### config.mk
export PLATFORM = sky130hd
export DESIGN_NAME = mm_ram
export DESIGN_NICKNAME = d
export VERILOG_FILES = /design/src/matrix_multiply_top_defines.svh /design/src/mm_ram.sv
export SDC_FILE = /design/constraint.sdc
export NUM_CORES = 2
export LEC_CHECK = 0
export ABC_CLOCK_PERIOD_IN_PS = 4150
export BUFFER_PORTS_ARGS = -buffer_cell sky130_fd_sc_hd__buf_2
export CAP_MARGIN = 30
export CORE_ASPECT_RATIO = 0.6
export CORE_MARGIN = 2
export CORE_UTILIZATION = 50
export DETAILED_ROUTE_END_ITERATION = 8
export PLACE_DENSITY = 0.65
export SLEW_MARGIN = 20
export SYNTH_ARGS = -nofsm -noshare
export SYNTH_HDL_FRONTEND = slang
export SYNTH_SLANG_ARGS = --single-unit
export TNS_END_PERCENT = 30
### constraint.sdc
create_clock -name i_clk -period 4.15 [get_ports i_clk]
set_input_delay 0.6225 -clock i_clk [delete_from_list [all_inputs] [get_ports i_clk]]
set_output_delay 0.6225 -clock i_clk [all_outputs]
set_load 0.05 [all_outputs]
### src/matrix_multiply_top_defines.svh
// Assertion macros for the matrix multiply block.
// Used by matrix_multiply_top; expects i_clk and i_rst_n in scope.
`ifndef MATRIX_MULTIPLY_TOP_DEFINES_SVH
`define MATRIX_MULTIPLY_TOP_DEFINES_SVH

// same-cycle implication
`define MM_ASSERT_NOW(lbl, ante, cons, msg) \
    lbl: assert property (@(posedge i_clk) disable iff (!i_rst_n) (ante) |-> (cons)) \
        else $error(msg);

// next-cycle implication
`define MM_ASSERT_NEXT(lbl, ante, cons, msg) \
    lbl: assert property (@(posedge i_clk) disable iff (!i_rst_n) (ante) |=> (cons)) \
        else $error(msg);

`endif

### src/mm_ram.sv
// Generic single-write, single-read RAM with registered read data.
// No dependencies.
`timescale 1ns / 1ps

module mm_ram #(
    parameter int WIDTH = 32,
    parameter int DEPTH = 64
) (
    input  logic                                 i_clk,
    input  logic                                 i_we,
    input  logic [(DEPTH > 1 ? $clog2(DEPTH) : 1)-1:0] i_waddr,
    input  logic [WIDTH-1:0]                     i_wdata,
    input  logic                                 i_re,
    input  logic [(DEPTH > 1 ? $clog2(DEPTH) : 1)-1:0] i_raddr,
    output logic [WIDTH-1:0]                     o_rdata
);

    logic [WIDTH-1:0] r_mem [DEPTH];
    logic [WIDTH-1:0] r_rdata;

    always_ff @(posedge i_clk) begin
        if (i_we) begin
            r_mem[i_waddr] <= i_wdata;
        end
        if (i_re) begin
            r_rdata <= r_mem[i_raddr];
        end
    end

    assign o_rdata = r_rdata;

endmodule

== Yosys cells after proc, flatten, opt, wreduce, memory -nomap -nowiden ==
Memories as Yosys holds them, arrays and structs flattened. A register that Yosys moved wholly into a read port is not among the register bits.
Index checks and enable logic that the tools add are counted.

* Flip-flop bits (word level): 0
* Bits in latches: 0
* Memory bits (writable): 2,048
* Memory bits (read-only): 0
* Input bits: 47
* Output and inout bits: 32
* Word-level logic and storage cells: 3
* Memories kept: 1

* Add/sub/neg operators: 0
* Multiply operators: 0
* Divide/modulo/power cells: 0
* Magnitude comparators: 0
* Eq/ne operators: 0
* Shift-type cells: 0
* Muxes and demuxes: 2
* Bitwise operators: 0
* Reductions and logical operators: 0

{| class="wikitable"
|+ Memory list
! name !! depth !! width !! read ports !! clocked after Yosys merged registers in !! write ports !! RTL line !! RTL
|-
| r_mem || 64 || 32 || 1 || 1 || 1 || mm_ram.sv:18 || <nowiki>logic [WIDTH-1:0] r_mem [DEPTH];</nowiki>
|}

{| class="wikitable"
|+ Operators with widths
! cell !! number
|-
| two-way mux 1 bit || 2
|}

== Depth between registers and ports, before layout ==
* Depth after elaboration: 2
* Depth in mapped cells: 10
* Depth with buffers taken out: 5

== Least setup slack after synthesis ==
No wires, ideal clock.

* Path kind: input -> register
* Start: input i_waddr[3] (netlist name)
* End: memory r_mem[48][0] (enable)
* Setup time: 461 ps
* Arrival time: 3,321 ps
* Data required time: 3,689 ps
* Setup slack: 368 ps
* Cell stages on the path: 4
* Buffers on the path: 1
* Cells stage by stage: clkbuf_1 nor2b_1 nand4b_1 nor3_1

{| class="wikitable"
|+ RTL lines
! what !! RTL line !! RTL
|-
| from (decl) || mm_ram.sv:11 || <nowiki>input logic [(DEPTH > 1 ? $clog2(DEPTH) : 1)-1:0] i_waddr,</nowiki>
|-
| to (decl) || mm_ram.sv:18 ||
|}

No word-level cell before the write port.

==> qor.yml <==
insertion_delay_ps: 790
start_kind: "primary input"
via_per_inst: 6.53
slew_violations: 0
syn_area_mm2: 0.0788
p_per_area_mw_per_mm2: 470
worstPathMaxFanout: 32
setup_viol: 0
place_congestion: 0.879
drc_errors: 0
synth_edf_count: 2080
cts_hold_buf: 0
r2r-start: "r_mem[40][9]"
wl_mm: 209
setup_tns_ps: 0
critPathRequiredTime_ps: 4660
io_buffers: 78
cp_cell_sequence: "buf_8 > buf_12 > buf_4 > mux4_2 > mux2i_1 > buf_4 > nand2_1 > a31oi_1 > nor2_1"
fin_util_pct: 57.2
status: "completed"
antenna_left: 0
whs_ps: 115
crit_slowest_cell: "a31oi_1"
rsz0062_at_grt: "no"
worstHoldPathType: "primary input to register"
cts-resized-gates: 0
cp-startpoint: "i_raddr[1]"
finalCriticalPeriod_ps: 2790
cts_tree: "done"
finClkSkew_ps: 33.3
final_cells: 5877
max-clock-path-buffers: 3
area_growth_syn_to_layout_pct: 13.3
postSynthNetCount: 3371
nets: 3677
yosys.area.top_type: "edfxtp_1"
cts_sinks: 2080
rows: 112
path_clk_slew_ps: 70
wl_per_cell_um: 35.5
slowest_delay_ps: 710
cp_common_cell: "buf_4"
fmax_mhz: 359
place_inst: 5555
ir_drop_mv: 0.408
total_leakage_power_nw: 27.8
clockRootBuffer: "clkbuf_16"
end_kind: "register"
yosysSeqAreaShare_pct: 79.2
cts_setup_buffers: 0
relSlewSlack_pct: 30.8
syn_inst: 3324
crit_type: "primary input to register"
die_x_um: 517
place_ws_ps: 624
ys_top_cells_by_count: "edfxtp_1, mux4_2, nor2_1"
core_area_mm2: 0.156
yosysUniqueCellTypes: 33
die_area_mm2: 0.161
grt_use_total_pct: 26.1
period_share_pct: 67.1
ys_dominant_reg_cell: "edfxtp_1"
die_h_um: 312
ys_seq_elements: 2080
synth_top_area_share_pct: 79.2
layout_setup_ws_ps: 1360
drive_gt1_share_pct: 30.6
hold_violations: 0
grt_pass1_wl_mm: 291
max_slew.worst_pin.slew_ps: 1030
dr.pass1.iters: 5
synth.most_common_cell: "edfxtp_1"
grt_max_degree: 65
drv_cap: 0
min_from: "i_wdata[27]"
async_reset_ff_share_pct: 0
io_pins: 79
arrival_ps: 3300
synth_area_per_cell_um2: 23.7
synthTopCellsByArea: "edfxtp_1, mux4_2, mux2i_1"
numCtsBuffers: 176
antenna_found_initial: 23
first_global_vias: 36504
yosysWarningCount: 0
grt_remaining_overflow: 0
num_vias: 38372
hpwl_mm: 122
initial_utilization_pct: 50.5
drt_iter0_markers: 6692
h-tree-depth: 4
[per-stage QoR]
step                      total power, mW  cell area [µm²]
after detailed placement             26.3            83700
after CTS                            42.1            89200
after floorplan                      25.0            78800
final                                41.9            89300
after global placement               26.2            83600
after global routing                 43.1            89300
[sequential cells by signal, indices dropped and copies added (netlist names)]
| register | flops |
|---|---|
| r_mem | 2048 |
| o_rdata | 32 |
[report_power, final]
part,internal (mW),switching [mW]
Clock,8.76,7.32
Combinational,0.862,1.63
Sequential,23.3,0.0794
Total,32.9,9.03
[logic make-up (layout without fill, tap and decap cells)]
kind of cell / Yosys count / count (layout) / share of synthesized area, %
DFF: 2080 / 2080 / 79.2
muxes: 637 / 637 / 16.7
and+or+nand+nor: 223 / 223 / 1.26
AOI/OAI and AO/OA: 202 / 202 / 1.67
buffers and inverters: 182 / 624 / 1.12
other: 0 / 2 / 0
[metal layers]
layer  wire, µm  share of wire, %  vias to the layer above  global-route usage, %
met4       5190               2.5                        8                   6.95
met2      87900                42                     2482                   35.0
met3      27200                13                      233                   7.37
li1           -                 -                    14905                      -
met5         45             0.022                        -                      0
met1      88200                42                    20744                   42.1
[worst max-delay path, delay by kind of cell]
family                 cells  cell delay (ps)
AO/OA/AOI/OAI              1              710
buffers and inverters      4             1050
multiplexers               2              680
AND/OR/NAND/NOR            2              150
[cell type report]
type,count,area (µm²)
diodes,2,5.00
well taps,2109,2640
repair buffers,310,2760
fillers,11103,66700
multi-input cells,1062,16000
clock inverters,96,825
clock buffers,218,4630
flip-flops and latches,2080,62500
[layout by cell type, fill, tap and decap left out, drive strengths merged, types with 3 or more instances in the layout]
cell type  Yosys  routed
nor2         137     137
or3            3       3
nand3          5       5
and3           4       4
bufinv         0      14
a41o           4       4
or2            3       3
or3b           5       5
mux2i         93      93
inv            0       5
o22ai         84      84
buf          108     309
nand2         26      26
a21oi         62      62
a22oi         12      12
nand2b         8       8
a311oi         8       8
edfxtp      2080    2080
clkbuf        74     219
nand3b         5       5
clkinv         0      76
o32ai          4       4
nor3           7       7
nor2b         15      15
o221ai        27      27
mux4         544     544
[final timing paths]
path	cells after the start	slack, ps	end
min	1	120	r_mem[12][27]
max	9	1360	o_rdata[18]
min reg2reg	4	840	o_rdata[8]
max reg2reg	5	1750	o_rdata[9]
No activity file was read; power rests on OpenSTA's default activity.
