$ cat src/matrix_multiply_top_defines.svh
// Assertion macros for the matrix multiply block.
// Used by matrix_multiply_top; expects i_clk and i_rst_n in scope.
`ifndef MATRIX_MULTIPLY_TOP_DEFINES_SVH
`define MATRIX_MULTIPLY_TOP_DEFINES_SVH

// same-cycle implication
`define MM_ASSERT_NOW(lbl, ante, cons, msg) \
    lbl: assert property (@(posedge i_clk) disable iff (!i_rst_n) (ante) |-> (cons)) \
        else $error(msg);

// next-cycle implication
`define MM_ASSERT_NEXT(lbl, ante, cons, msg) \
    lbl: assert property (@(posedge i_clk) disable iff (!i_rst_n) (ante) |=> (cons)) \
        else $error(msg);

`endif

$ cat src/mm_pkg.sv
// Shared types, codes and helpers for the matrix multiply block.
// No dependencies.
`timescale 1ns / 1ps

package mm_pkg;

    localparam int MAX_DIM_DEF    = 8;
    localparam int ELEM_WIDTH_DEF = 32;
    localparam int IDX_W          = 3;
    localparam int VAL_W          = 32;
    localparam int DIM_W          = 4;
    localparam int ACT_W          = 2;
    localparam int CFG_IDX_W      = 2;

    localparam logic [ACT_W-1:0] ACT_WR_A    = 2'd0;
    localparam logic [ACT_W-1:0] ACT_WR_B    = 2'd1;
    localparam logic [ACT_W-1:0] ACT_COMPUTE = 2'd2;

    localparam logic [CFG_IDX_W-1:0] CFG_ROWS_A    = 2'd0;
    localparam logic [CFG_IDX_W-1:0] CFG_INNER_DIM = 2'd1;
    localparam logic [CFG_IDX_W-1:0] CFG_COLS_B    = 2'd2;

    typedef enum logic {
        ST_IDLE,
        ST_RUN
    } t_state;

    typedef struct packed {
        logic [ACT_W-1:0]        action;
        logic [IDX_W-1:0]        row;
        logic [IDX_W-1:0]        col;
        logic signed [VAL_W-1:0] value;
    } t_in_item;

    typedef struct packed {
        logic [IDX_W-1:0]        out_row;
        logic [IDX_W-1:0]        out_col;
        logic signed [VAL_W-1:0] out_value;
        logic                    saturated;
        logic                    last;
    } t_out_item;

    typedef struct packed {
        logic [CFG_IDX_W-1:0] reg_idx;
        logic [DIM_W-1:0]     wdata;
    } t_cfg_item;

    // travels with each MAC step
    typedef struct packed {
        logic             valid;
        logic             first;
        logic             lastk;
        logic             lastel;
        logic [IDX_W-1:0] i;
        logic [IDX_W-1:0] j;
    } t_tag;

    typedef struct packed {
        logic busy;
        logic done;
    } t_mac_stat;

    // last loop index for a dimension register: 0 acts as 1, above max acts as max
    function automatic logic [IDX_W-1:0] dim_last(input logic [DIM_W-1:0] v,
                                                  input int unsigned max_dim);
        if (v == '0) begin
            return '0;
        end else if (int'(v) > max_dim) begin
            return IDX_W'(max_dim - 1);
        end else begin
            return IDX_W'(v - DIM_W'(1));
        end
    endfunction

endpackage

$ cat src/mm_mac.sv
// Multiply-accumulate pipe: product register, accumulator, round and saturate.
// Depends on mm_pkg.
`timescale 1ns / 1ps

module mm_mac #(
    parameter int MAX_DIM    = mm_pkg::MAX_DIM_DEF,
    parameter int ELEM_WIDTH = mm_pkg::ELEM_WIDTH_DEF
) (
    input  logic                   i_clk,
    input  logic                   i_rst_n,
    input  logic                   i_stall,
    input  mm_pkg::t_tag           i_tag,
    input  logic [ELEM_WIDTH-1:0]  i_a,
    input  logic [ELEM_WIDTH-1:0]  i_b,
    output mm_pkg::t_mac_stat      o_stat,
    output mm_pkg::t_out_item      o_item
);

    localparam int EW    = ELEM_WIDTH;
    localparam int FRAC  = EW / 2;
    localparam int PW    = 2 * EW;
    localparam int ACC_W = PW + $clog2(MAX_DIM) + 1;
    localparam int VW    = mm_pkg::VAL_W;

    localparam logic signed [ACC_W-1:0] HALF = ACC_W'(1) << (FRAC - 1);
    localparam logic signed [ACC_W-1:0] MAXV = (ACC_W'(1) << (EW - 1)) - ACC_W'(1);
    localparam logic signed [ACC_W-1:0] MINV = -(ACC_W'(1) << (EW - 1));

    mm_pkg::t_tag             r_s2;
    mm_pkg::t_tag             r_s3;
    logic signed [PW-1:0]     r_prod;
    logic signed [ACC_W-1:0]  r_acc;

    logic signed [EW-1:0]     a_s;
    logic signed [EW-1:0]     b_s;
    logic signed [ACC_W-1:0]  prod_ext;
    logic signed [ACC_W-1:0]  rnd;
    logic signed [ACC_W-1:0]  shr;
    logic signed [EW-1:0]     res;
    logic                     clip;

    assign a_s      = i_a;
    assign b_s      = i_b;
    assign prod_ext = ACC_W'(r_prod);

    always_ff @(posedge i_clk) begin
        if (!i_rst_n) begin
            r_s2.valid <= 1'b0;
            r_s3.valid <= 1'b0;
        end else if (!i_stall) begin
            r_s2 <= i_tag;
            r_s3 <= r_s2;
        end
    end

    always_ff @(posedge i_clk) begin
        if (!i_stall) begin
            r_prod <= a_s * b_s;
            if (r_s2.valid) begin
                r_acc <= r_s2.first ? prod_ext : r_acc + prod_ext;
            end
        end
    end

    // round to nearest, ties up, then clip to the element range
    always_comb begin
        rnd  = r_acc + HALF;
        shr  = rnd >>> FRAC;
        clip = 1'b0;
        res  = shr[EW-1:0];
        if (shr > MAXV) begin
            res  = MAXV[EW-1:0];
            clip = 1'b1;
        end else if (shr < MINV) begin
            res  = MINV[EW-1:0];
            clip = 1'b1;
        end
    end

    assign o_stat.busy       = r_s2.valid || r_s3.valid;
    assign o_stat.done       = r_s3.valid && r_s3.lastk;
    assign o_item.out_row    = r_s3.i;
    assign o_item.out_col    = r_s3.j;
    assign o_item.out_value  = VW'(res);
    assign o_item.saturated  = clip;
    assign o_item.last       = r_s3.lastel;

endmodule

$ cat config.mk
export PLATFORM = sky130hd
export DESIGN_NAME = mm_mac
export DESIGN_NICKNAME = d
export VERILOG_FILES = /design/src/matrix_multiply_top_defines.svh /design/src/mm_pkg.sv /design/src/mm_mac.sv
export SDC_FILE = /design/constraint.sdc
export NUM_CORES = 2
export LEC_CHECK = 0
export BUFFER_PORTS_ARGS = -buffer_cell sky130_fd_sc_hd__buf_4
export CAP_MARGIN = 10
export CORE_MARGIN = 4
export CORE_UTILIZATION = 65
export CTS_CLUSTER_DIAMETER = 40
export DETAILED_ROUTE_END_ITERATION = 10
export GPL_TIMING_DRIVEN = 1
export PLACE_DENSITY = 0.93
export SLEW_MARGIN = 10
export SYNTH_ARGS = -nofsm -noshare
export SYNTH_HDL_FRONTEND = slang
export SYNTH_SLANG_ARGS = --single-unit
$ cat constraint.sdc
create_clock -name i_clk -period 13.2 [get_ports i_clk]
set_input_delay 0.66 -clock i_clk [delete_from_list [all_inputs] [get_ports i_clk]]
set_output_delay 0.66 -clock i_clk [all_outputs]
set_load 0.02 [all_outputs]
Word level (Yosys, flattened, before mapping)
Index checks and enable logic that the tools add are counted.
W data, S select, Z words.
{"block": "totals", "out_inout_bits": 42, "ff_bits": 151, "inputBits": 77, "wordCells": 28}
{"block": "classes", "n_lt_le_gt_ge": 2, "mux": 5, "bitwise": 1, "addsub": 2, "n_mul": 1, "n_reduce_logical": 4}
{"operator": "$add A68 B17 Y68 const B", "count": 1}
{"operator": "$add A68 B64 Y68", "count": 1}
{"operator": "$mux W68", "count": 1}
{"operator": "$mul A32 B32 Y64", "count": 1}
{"operator": "$mux W32", "count": 2}
{"operator": "$gt A52 B32 Y1 const B", "count": 1}
{"operator": "$lt A52 B32 Y1 const B", "count": 1}
{"operator": "$reduce_and A2 Y1", "count": 2}
{"operator": "$mux W1", "count": 2}
{"operator": "$logic_and A1 B1 Y1", "count": 1}
{"operator": "$logic_or A1 B1 Y1", "count": 1}
{"operator": "$not A1 Y1", "count": 1}

Depth between registers and ports, before layout
{"block": "logic_depth", "depth_word": 4, "depth_mapped": 29, "mapped_depth_nobuf": 27}

Least setup slack after synthesis
OpenSTA, ideal clock, no wires.
{"block": "synth_timing", "kind": "input port to flip-flop", "start": "in i_b[2]", "end": "reg r_prod[63] (data pin)", "required_ns": 12.936, "stages": 27, "path_buffers": 2, "slack_ns": 5.042, "t_arrival_ns": 7.894, "cell_sequence": "clkbuf_1 nand2_1 inv_1 fa_1 fa_1 fa_1 fa_1 inv_1 fa_1 inv_1 fa_1 inv_1 fa_1 inv_1 fa_1 ha_1 clkbuf_1 a21o_1 a21o_1 a21oi_1 o21ai_0 a31o_2 a21o_1 a21oi_1 o21ai_0 a211oi_1 xnor2_1"}
{"block": "synth_via", "elab_chain_len": 1}
{"item": "start, declared", "line": "mm_mac.sv:14", "source": "input logic [ELEM_WIDTH-1:0] i_b,"}
{"item": "$mul A32 B32 Y64", "line": "mm_mac.sv:58", "source": "r_prod <= a_s * b_s;"}
{"item": "end signal, assigned", "line": "mm_mac.sv:58"}
{"item": "end, declared", "line": "mm_mac.sv:31", "source": "logic signed [PW-1:0] r_prod;"}
No other way between the ends.
A chain may end at the register's enable or synchronous reset.

Worst setup path after layout
{"block": "layout_timing", "start": "in i_b[5]", "end": "reg r_prod[62] (data pin)"}
The elaborated chain is that of the path after synthesis.

==> qor.txt <==
# IOs: 119
net count after synthesis: 6484
final hold violation count: 0
Hold Slack: 0.397 ns
Setup crit end kind: flop
Netlist cell types: 89
final slew viol count: 0
RSZ-0062 raised after global routing: no
Synth Warn #: 0
setup violators final: 0
setup TNS: 0 ns
initial antenna violation count: 2
CP Launch Type: input port
TritonCTS Buffers: 17
H-tree depth: 4
area taken by flip-flops and latches: 0.00451 mm2
Synth Area in XOR/XNOR: 3.02%
Iteration-0 DRC Markers: 3878
asr flop ratio synth: 0%
synthesized area: 0.0473 mm2
All-Layer GR Usage: 34.3%
crit path DAT: 9.17 ns
HP Class: input port to flop
# clock sinks: 151
Die ar.: 0.0772 mm2
CP max FO: 32
Max clock buf depth: 2
Post-Route Skew: 0.0107 ns
sequential fraction of the synthesis area: 9.54%
Avg Inst Size Synth: 9.33 um2
simple-gate portion of the synthesized area: 16.7%
DRT antenna net count: 0
status: complete, no violations
number of flops mapped to enable cells by yosys: 149
Port Buffers: 118
Setup Buffers After CTS: 0
per-cell routed wire length: 22.1 um
combinational family with the most area after synthesis: adder cells
post-synthesis mux area share: 0.201%
CORE AREA: 0.0719 mm2
pin count of the biggest net entering global routing: 85
dominant synthesized flop cell: edfxtp_1
final core utilization: 68.1%
complex-gate fraction of the synthesized area: 7.51%
Adder-Cell Fraction of Synth Area: 52.5%
Die Y: 278 um
Final Critical Period: 8.98 ns
Worst Max-Slew Pin Slew: 0.839 ns
worst setup path class: input port to flop
hpwl dp: 101 mm
Clock Pin Slew Worst Setup and Hold Paths: 0.06 ns
CP Data Required Time: 13.38 ns
CTS root buf: clkbuf_16
multi-input logic area: 0.0378 mm2
vias in the first global route: 40200
vias post-DR: 36600
placer congestion estimate: 0.959
layout cells sized above 1: 4.62%
total iterations of the first detailed-routing run: 7
CTS tree: built
final wirelength: 131 mm
flop and latch count out of synthesis: 151
detail-routed via count per cell: 6.19
Row Count: 98
Max-Cap Viols: 0
Remaining DRCs: 0
hold buffers post-CTS: 0
Layout Area Growth over Synthesis: 3.42%
nets@finish: 6361
grt total ovfl: 0
highest clock rate: 111 MHz
Syn Inst Count: 5072
effective utilization at floorplan: 65.9%
first-pass GRT wire length: 210 mm
later-pin clock latency in the skew report: 0.44 ns
period utilisation layout: 68.1%
Die Wd: 278 um
CTS resizes: 0
worst rel slew slack: 44.1%
# fillers: 4890
[worst max-delay path: stages]
cell	delay, ns
buf_4	0.32
nand2_1	0.23
inv_1	0.14
fa_1	0.41
inv_1	0.25
fa_1	0.46
inv_1	0.21
fa_1	0.49
fa_1	0.95
inv_1	0.45
fa_1	0.61
inv_1	0.06
fa_1	0.54
inv_1	0.06
fa_1	0.48
inv_1	0.06
fa_1	0.46
ha_1	0.43
a21o_1	0.24
a21o_1	0.18
a21o_1	0.19
and2_1	0.17
o21a_1	0.16
o21ai_0	0.13
and3b_1	0.25
inv_1	0.08
a221oi_1	0.37
xnor2_1	0.10
[layout make-up]
class	instances	share of cell area (%)
well taps	950	2.43
clock inverters	14	0.266
clock buffers	18	0.877
diodes	3	0.0153
multi-input cells	3612	77.3
repair buffers	125	1.92
inverters	1042	7.99
flip-flops and latches	151	9.22
[through the flow]
step	std cells	worst slack, ns	cell area, um2
CTS	5912	4.30	49000
detailed placement	5880	3.83	48400
floorplan	5072	5.04	47300
finish	5915	4.22	49000
global route	5912	3.91	49000
global placement	5880	4.26	48400
[routing by layer]
metal	routed length (um)	track usage, %	part of all wire, %
met1	44800	42.1	34
met2	58400	53.4	45
met3	20700	14.9	16
met4	6940	14.3	5.3
met5	11	0	0.0084
[cell usage in the layout (no fill, tap or decap), drive strengths merged, types with 35 or more instances in the layout]
cell / synthesis / layout
a21oi: 152 / 152
fa: 1083 / 1083
o21ai: 164 / 164
nor2: 102 / 102
edfxtp: 149 / 149
and3: 35 / 35
inv: 1042 / 1052
nand3: 52 / 52
and2: 526 / 526
xnor2: 92 / 92
xor2: 71 / 71
ha: 252 / 252
a21o: 81 / 81
buf: 19 / 125
nand2: 663 / 663
nand4: 46 / 46
[cell usage after synthesis, types with 11 or more instances]
library cell	count	area [um2]
a21oi_1	151	756
ha_1	252	3150
nor3_1	21	105
inv_1	1042	3910
clkbuf_1	247	927
o21ai_2	21	184
nand4_1	43	269
nor2b_1	18	113
xor2_1	71	622
and3_1	35	219
edfxtp_1	149	4470
o21a_1	15	113
nand2_1	662	2480
nand3_1	50	250
nand2b_1	21	131
a21o_1	81	608
fa_1	1083	21700
nor2_1	101	379
and2_1	525	3280
o21ai_0	134	671
a211oi_1	17	128
o21bai_1	26	195
a31oi_1	20	125
and4_1	11	96.3
xnor2_1	92	806
[path summary, 6_finish.rpt]
| check | depth (start not counted) | slack, ns | end | start |
|---|---|---|---|---|
| worst max-delay path | 28 | 4.22 | r_prod[62] | i_b[5] |
| worst min-delay path | 1 | 0.40 | r_s2[5] | i_tag[5] |
| worst max register to register | 13 | 9.18 | r_acc[66] | r_prod[0] |
| worst min register to register | 0 | 0.42 | o_item[0] | r_s2[6] |
[flip-flops by register name, indices dropped and copies added, names as in the netlist]
signal,cells
r_acc,68
r_prod,64
r_s2,10
o_item,7
r_s3,2
[kinds of logic (layout without fill, tap and decap cells)]
group	Yosys count	after routing
AND/OR/NAND/NOR	1552	1552
adder cells (fa/ha/maj)	1335	1335
buffers and inverters	1309	1199
AO/OA/AOI/OAI	553	553
XOR/XNOR	163	163
flip-flops	151	151
multiplexers	9	9
other	0	3
Power is left out: the tool's default activity adds up to more than one toggle a clock period on the data nets, which glitch-free logic cannot reach.
